## config.mk

```make
export PLATFORM = sky130hd
export DESIGN_NAME = fp32_add_sub_mul
export DESIGN_NICKNAME = d
export VERILOG_FILES = /design/src/fpasm_pkg.sv /design/src/fpasm_front.sv /design/src/fpasm_norm.sv /design/src/fp32_add_sub_mul.sv
export SDC_FILE = /design/constraint.sdc
export NUM_CORES = 2
export LEC_CHECK = 0
export ABC_AREA = 0
export BUFFER_PORTS_ARGS = -buffer_cell sky130_fd_sc_hd__buf_4
export CAP_MARGIN = 20
export CELL_PAD_IN_SITES_DETAIL_PLACEMENT = 0
export CELL_PAD_IN_SITES_GLOBAL_PLACEMENT = 1
export CORE_MARGIN = 1.5
export CORE_UTILIZATION = 51
export DETAILED_ROUTE_END_ITERATION = 8
export PLACE_DENSITY_LB_ADDON = 0.25
export SLEW_MARGIN = 15
export SYNTH_ARGS = -nofsm -noshare
export SYNTH_HDL_FRONTEND = slang
export SYNTH_SLANG_ARGS = --single-unit
```

## constraint.sdc

```tcl
create_clock -name clk -period 10.3 [get_ports clk]
set_input_delay 1.03 -clock clk [delete_from_list [all_inputs] [get_ports clk]]
set_output_delay 1.03 -clock clk [all_outputs]
set_load 0.03 [all_outputs]
```

## src/fpasm_pkg.sv

```systemverilog
// Package: shared types and constants for the binary32 add/subtract/multiply unit.
package fpasm_pkg;
    localparam int FRAC_BITS = 23;
    localparam int ADD_GUARD = 7;
    localparam int EXP_BIAS  = 127;

    typedef struct packed {
        logic        zero_res;   // result fixed before normalize
        logic [31:0] fixed_word;
        logic        fixed_ovf;
        logic        sign;
        logic [47:0] mag;
        logic signed [10:0] ebase;
    } fpasm_raw_t;
endpackage

```

## src/fpasm_front.sv

```systemverilog
// Front stages: decode, align and add, or multiply the significands.
module fpasm_front
    import fpasm_pkg::*;
(
    input  logic        clk,
    input  logic        rst_n,
    input  logic        in_valid,
    input  logic [1:0]  action,
    input  logic [31:0] a_value,
    input  logic [31:0] b_value,
    output logic        out_valid,
    output fpasm_raw_t  out_raw
);
    logic        s1_valid_reg;
    logic        s1_mul_reg;
    logic        s1_sa_reg, s1_sb_reg;
    logic [7:0]  s1_ea_reg, s1_eb_reg;
    logic [22:0] s1_fa_reg, s1_fb_reg;
    logic        valid_reg;
    fpasm_raw_t  raw_reg, raw_next;
    logic [47:0] prod_reg;
    logic        s2_mul_reg;

    always_ff @(posedge clk or negedge rst_n)
    begin
        if (!rst_n)
        begin
            s1_valid_reg <= 1'b0;
            valid_reg    <= 1'b0;
        end
        else
        begin
            s1_valid_reg <= in_valid;
            valid_reg    <= s1_valid_reg;
        end
    end

    always_ff @(posedge clk)
    begin
        s1_mul_reg <= action[1];
        s1_sa_reg  <= a_value[31];
        s1_sb_reg  <= b_value[31] ^ (~action[1] & action[0]);
        s1_ea_reg  <= a_value[30:23];
        s1_eb_reg  <= b_value[30:23];
        s1_fa_reg  <= a_value[22:0];
        s1_fb_reg  <= b_value[22:0];
        raw_reg    <= raw_next;
        prod_reg   <= {24'd0, 1'b1, s1_fa_reg} * {24'd0, 1'b1, s1_fb_reg};
        s2_mul_reg <= s1_mul_reg;
    end

    logic [30:0] ma, mb, ma_sh, mb_sh;
    logic [7:0]  d, emax;
    logic [31:0] mc;
    logic        sc;

    always_comb
    begin
        ma = {1'b1, s1_fa_reg, 7'd0};
        mb = {1'b1, s1_fb_reg, 7'd0};
        ma_sh = ma;
        mb_sh = mb;
        emax = s1_ea_reg;
        d = 8'd0;
        if (s1_ea_reg > s1_eb_reg)
        begin
            d = s1_ea_reg - s1_eb_reg;
            mb_sh = (d >= 8'd32) ? 31'd0 : (mb >> d);
        end
        else if (s1_eb_reg > s1_ea_reg)
        begin
            d = s1_eb_reg - s1_ea_reg;
            ma_sh = (d >= 8'd32) ? 31'd0 : (ma >> d);
            emax = s1_eb_reg;
        end
        sc = s1_sa_reg;
        if (s1_sa_reg == s1_sb_reg)
            mc = {1'b0, ma_sh} + {1'b0, mb_sh};
        else if (ma_sh >= mb_sh)
            mc = {1'b0, ma_sh - mb_sh};
        else
        begin
            mc = {1'b0, mb_sh - ma_sh};
            sc = s1_sb_reg;
        end

        raw_next = '0;
        raw_next.sign = sc;
        raw_next.mag = {16'd0, mc};
        raw_next.ebase = $signed({3'd0, emax}) - 11'sd7;
        if (s1_mul_reg)
        begin
            raw_next.sign = s1_sa_reg ^ s1_sb_reg;
            raw_next.ebase = $signed({3'd0, s1_ea_reg}) + $signed({3'd0, s1_eb_reg})
                             - 11'sd150;
            if (s1_ea_reg == 8'd0 || s1_eb_reg == 8'd0)
            begin
                raw_next.zero_res = 1'b1;
                raw_next.fixed_word = {s1_sa_reg ^ s1_sb_reg, 31'd0};
            end
        end
        else if (s1_ea_reg == 8'd0 && s1_eb_reg == 8'd0)
        begin
            raw_next.zero_res = 1'b1;
            raw_next.fixed_word = {s1_sa_reg & s1_sb_reg, 31'd0};
        end
        else if (s1_ea_reg == 8'd0 || s1_eb_reg == 8'd0)
        begin
            raw_next.zero_res = 1'b1;
            if (s1_ea_reg == 8'd0)
            begin
                raw_next.fixed_word = {s1_sb_reg, s1_eb_reg, s1_fb_reg};
                raw_next.fixed_ovf  = (s1_eb_reg == 8'hFF);
            end
            else
            begin
                raw_next.fixed_word = {s1_sa_reg, s1_ea_reg, s1_fa_reg};
                raw_next.fixed_ovf  = (s1_ea_reg == 8'hFF);
            end
            if (raw_next.fixed_ovf)
                raw_next.fixed_word[22:0] = 23'd0;
        end
        else if (mc == 32'd0)
        begin
            raw_next.zero_res = 1'b1;
            raw_next.fixed_word = 32'd0;
        end
    end

    always_comb
    begin
        out_raw = raw_reg;
        if (s2_mul_reg && !raw_reg.zero_res)
            out_raw.mag = prod_reg;
    end
    assign out_valid = valid_reg;
endmodule

```

## src/fpasm_norm.sv

```systemverilog
// Back stages: leading-one search, round and pack.
module fpasm_norm
    import fpasm_pkg::*;
(
    input  logic        clk,
    input  logic        rst_n,
    input  logic        in_valid,
    input  fpasm_raw_t  in_raw,
    output logic        done,
    output logic [31:0] result_value,
    output logic        overflow_flag,
    output logic        underflow_flag
);
    logic       v3_reg, v4_reg;
    fpasm_raw_t r3_reg;
    logic [5:0] p3_reg, p_next;
    logic [31:0] word_reg, word_next;
    logic       ovf_reg, ovf_next, unf_reg, unf_next;

    always_comb
    begin
        p_next = 6'd0;
        for (int i = 0; i < 48; i++)
            if (in_raw.mag[i])
                p_next = 6'(i);
    end

    always_ff @(posedge clk or negedge rst_n)
    begin
        if (!rst_n)
        begin
            v3_reg <= 1'b0;
            v4_reg <= 1'b0;
        end
        else
        begin
            v3_reg <= in_valid;
            v4_reg <= v3_reg;
        end
    end

    always_ff @(posedge clk)
    begin
        r3_reg   <= in_raw;
        p3_reg   <= p_next;
        word_reg <= word_next;
        ovf_reg  <= ovf_next;
        unf_reg  <= unf_next;
    end

    logic signed [11:0] e;
    logic [47:0] shv, sh_m1;
    logic [24:0] r;
    logic [5:0]  sh;

    always_comb
    begin
        e = 12'(r3_reg.ebase) + $signed({6'd0, p3_reg}) - 12'sd23;
        sh = 6'd0;
        shv = '0;
        sh_m1 = '0;
        r = '0;
        if (p3_reg > 6'd23)
        begin
            sh = p3_reg - 6'd23;
            shv = r3_reg.mag >> sh;
            sh_m1 = r3_reg.mag >> (sh - 6'd1);
            r = shv[24:0] + {24'd0, sh_m1[0]};
            if (r[24])
            begin
                r = r >> 1;
                e = e + 12'sd1;
            end
        end
        else
        begin
            shv = r3_reg.mag << (6'd23 - p3_reg);
            r = shv[24:0];
        end
        ovf_next = 1'b0;
        unf_next = 1'b0;
        if (r3_reg.zero_res)
        begin
            word_next = r3_reg.fixed_word;
            ovf_next  = r3_reg.fixed_ovf;
            if (r3_reg.fixed_ovf)
                word_next = {r3_reg.fixed_word[31], 31'h7F800000};
        end
        else if (e >= 12'sd255)
        begin
            word_next = {r3_reg.sign, 31'h7F800000};
            ovf_next = 1'b1;
        end
        else if (e < 12'sd1)
        begin
            word_next = {r3_reg.sign, 31'd0};
            unf_next = 1'b1;
        end
        else
            word_next = {r3_reg.sign, e[7:0], r[22:0]};
    end

    assign done = v4_reg;
    assign result_value = word_reg;
    assign overflow_flag = ovf_reg;
    assign underflow_flag = unf_reg;

`ifndef NO_ASSERTIONS
    a_flags: assert property (@(posedge clk) disable iff (!rst_n)
        done |-> !(overflow_flag && underflow_flag)) else $error("both flags");
    a_pipe: assert property (@(posedge clk) disable iff (!rst_n)
        in_valid |=> ##1 done) else $error("lost word");
    a_inf: assert property (@(posedge clk) disable iff (!rst_n)
        (done && overflow_flag) |-> result_value[30:0] == 31'h7F800000)
        else $error("bad inf");
`endif
endmodule

```

## src/fp32_add_sub_mul.sv

```systemverilog
// Top level: pipelined binary32 add, subtract and multiply unit.
// A word is registered in the decode, add/multiply, leading-one and pack stages before the done strobe.
// Throughput: one word per cycle; busy stays low, the pipeline never stalls.
// Each result stands on the outputs for one cycle with done high.
// Reset clears all valid bits asynchronously; data registers are not reset.
module fp32_add_sub_mul
    import fpasm_pkg::*;
(
    input  logic        clk,
    input  logic        rst_n,
    input  logic        start,
    output logic        busy,
    input  logic [1:0]  action,
    input  logic [31:0] a_value,
    input  logic [31:0] b_value,
    output logic        done,
    output logic [31:0] result_value,
    output logic        overflow_flag,
    output logic        underflow_flag
);
    logic       raw_valid;
    fpasm_raw_t raw;

    assign busy = 1'b0;

    fpasm_front u_front (
        .clk(clk), .rst_n(rst_n), .in_valid(start && !busy),
        .action(action), .a_value(a_value), .b_value(b_value),
        .out_valid(raw_valid), .out_raw(raw)
    );

    fpasm_norm u_norm (
        .clk(clk), .rst_n(rst_n), .in_valid(raw_valid), .in_raw(raw),
        .done(done), .result_value(result_value),
        .overflow_flag(overflow_flag), .underflow_flag(underflow_flag)
    );
endmodule

```

==> impl_metrics.ini <==
[global_routing]
grt_pass1_vias = 37330
grt_pass1_wl_mm = 230
grt_max_degree = 51
antenna_found_initial = 12
grt-ovfl-total = 0
grt_usage = 0.349

[critical_path]
cp_num_buf_inv = 4
start_kind = flop
crit_path_max_fanout = 33
crit_path_top_delay_cell = or3_1
arrival_ps = 9950
crit_top_cell = a21oi_1
crit_type = reg -> reg
cp-end-kind = flop
required_ps = 10820
crit_family = compound AO/OA/AOI/OAI gates
max_stage_delay_ps = 810

[run]
maxCapViolCount = 0

[synth]
ys_async_sr_fraction = 0.0121
synth_cell_types = 107
yosysTopAreaCell = fa_1
synth_cells = 5137
synth-main-ff-cell = dfxtp_1
avgSynthCellArea_um2 = 8.51
synthTopCellsByCount = inv_1 (703), nand2_1 (663), fa_1 (487)
netlist_area_um2 = 43700
syn_nets = 6005
synth_area_leaders = fa_1 (22%), dfxtp_1 (15%), ha_1 (8.9%)
synth_top_area_frac = 0.223
synth.most_common_cell = inv_1
synth-seq-cells = 330
ys_warn_count = 0
yosysSeqAreaShare = 0.152
synth-edff-count = 0

[sta]
rsz0062_at_grt = no
maxSlewHeadroom = 0.248
worstMarginPinSlew_ps = 1120
final.setup.tns_ps = 0
min_period_over_period = 0.915
clock_skew_ps = 44.3
slew_viol_final = 0
setup_viol = 0
fmax_mhz = 106
hold_violations = 0
min_period_ps = 9430

[route]
wl_per_cell_um = 24.6
drtAntennaViolNets = 0
vias = 37813
routed_wl_mm = 153
route.detailed.drc = 0
viasPerCell = 6.07
top_layer = met5
firstDrtPassIters = 9
wl_met2_mm = 70.0
route.met3.wl_mm = 13.7
drt_iter0_drc = 3769
wl_met1_mm = 62.9

[clock_network]
htree_levels = 2
insertion_delay_ps = 610
clock-sinks = 330
ctsLongestPathBuffers = 3
clock-root-buffer = clkbuf_16
holdBufCountCts = 0
clk_pin_slew_ps = 60
cts_setup_buffers = 0
cts_resized = 0
cts-buffers-inserted = 37
cts_tree = yes

[run_status]
outcome = completed

[placed_design]
routabilityCongestion = 1.01
hpwl_mm = 121
io_buffers = 103

[floorplanning]
io_pins = 105
die_w_um = 296
initial_core_util = 0.514
num_rows = 107
coreArea_um2 = 85000
die_h_um = 296
die-area_um2 = 87500

[finish]
final_layout_size_suffix_gt1_frac = 0.0987
syn_to_final_growth_pct = 7.01
largest_register_ff_count = 94
antennaDiodeCount = 0
layout.nets = 5927

[worst_hold_path]
hold_class = in -> async
==> worst reg2reg max path, delay by kind of cell, from the launching register on <==
family / cells / cell delay, ps
buf+inv: 4 / 1010
fa+ha+maj: 2 / 1280
simple gates: 5 / 1280
mux: 2 / 460
flops: 1 / 440
compound gates: 18 / 4630
xor+xnor: 1 / 260
==> cells in the final DEF, fill, tap and decap left out, types with 140 or more instances in the layout <==
cell and count:
fa_1 486, nand2_1 663, a21oi_1 301, and2_1 254, o21ai_0 161, mux2i_1 140, ha_1 310, dfxtp_1 320
buf_4 205, nor2_1 280, inv_1 703
==> logic make-up after synthesis <==
family	count (synthesis)	share of synthesized area
adder cells (fa/ha/maj)	799	0.312
flip-flops	330	0.152
multiplexers	300	0.101
AO/OA/AOI/OAI	935	0.141
AND/OR/NAND/NOR	1596	0.172
buffers and inverters	1033	0.0918
XOR/XNOR	143	0.0304
other	1	0.0000858
==> routing by layer <==
metal,vias to the layer above,global-route usage
li1,16890,-
met1,18712,0.467
met3,370,0.0648
met2,1835,0.560
met5,-,0
met4,6,0.134
==> final timing paths <==
| check | from | end | slack, ps | cells after the start |
|---|---|---|---|---|
| worst max-delay path | u_front.s1_eb_reg[2] | u_front.out_raw[93] | 870 | 32 |
| worst min-delay path | rst_n | u_front.out_valid | 230 | 1 |
| worst max register to register | u_front.s1_eb_reg[2] | u_front.out_raw[93] | 870 | 32 |
| worst min register to register | u_front.out_raw[78] | u_norm.r3_reg[78] | 310 | 0 |
| max in group asynchronous | rst_n | u_front.s1_valid_reg | 9980 | 1 |
| min in group clk | u_front.out_raw[78] | u_norm.r3_reg[78] | 310 | 0 |
==> area by class of cell <==
class / count / area, um^2
fillers: 7953 / 38200
multi-input cells: 3774 / 33200
flip-flops and latches: 330 / 6640
clock buffers: 48 / 997
well taps: 1144 / 1430
inverters: 710 / 2670
repair buffers: 206 / 1570
clock inverters: 18 / 290
==> through the flow <==
stage / instances / instance area, um^2 / setup slack, ps / hold slack [ps] / utilization
after floorplan: 5137 / 43700 / 2720 / 310 / -
after global placement: 6163 / 45500 / 1230 / 310 / 0.535
after detailed placement: 6163 / 45500 / 1280 / 312 / 0.535
after CTS: 6229 / 46800 / 1210 / 194 / 0.550
after global routing: 6230 / 46800 / 304 / 206 / 0.550
final: 6230 / 46800 / 873 / 228 / 0.550
Power is not shown: default switching activity piles up to over one toggle a cycle in this logic, so the estimate is an artifact.
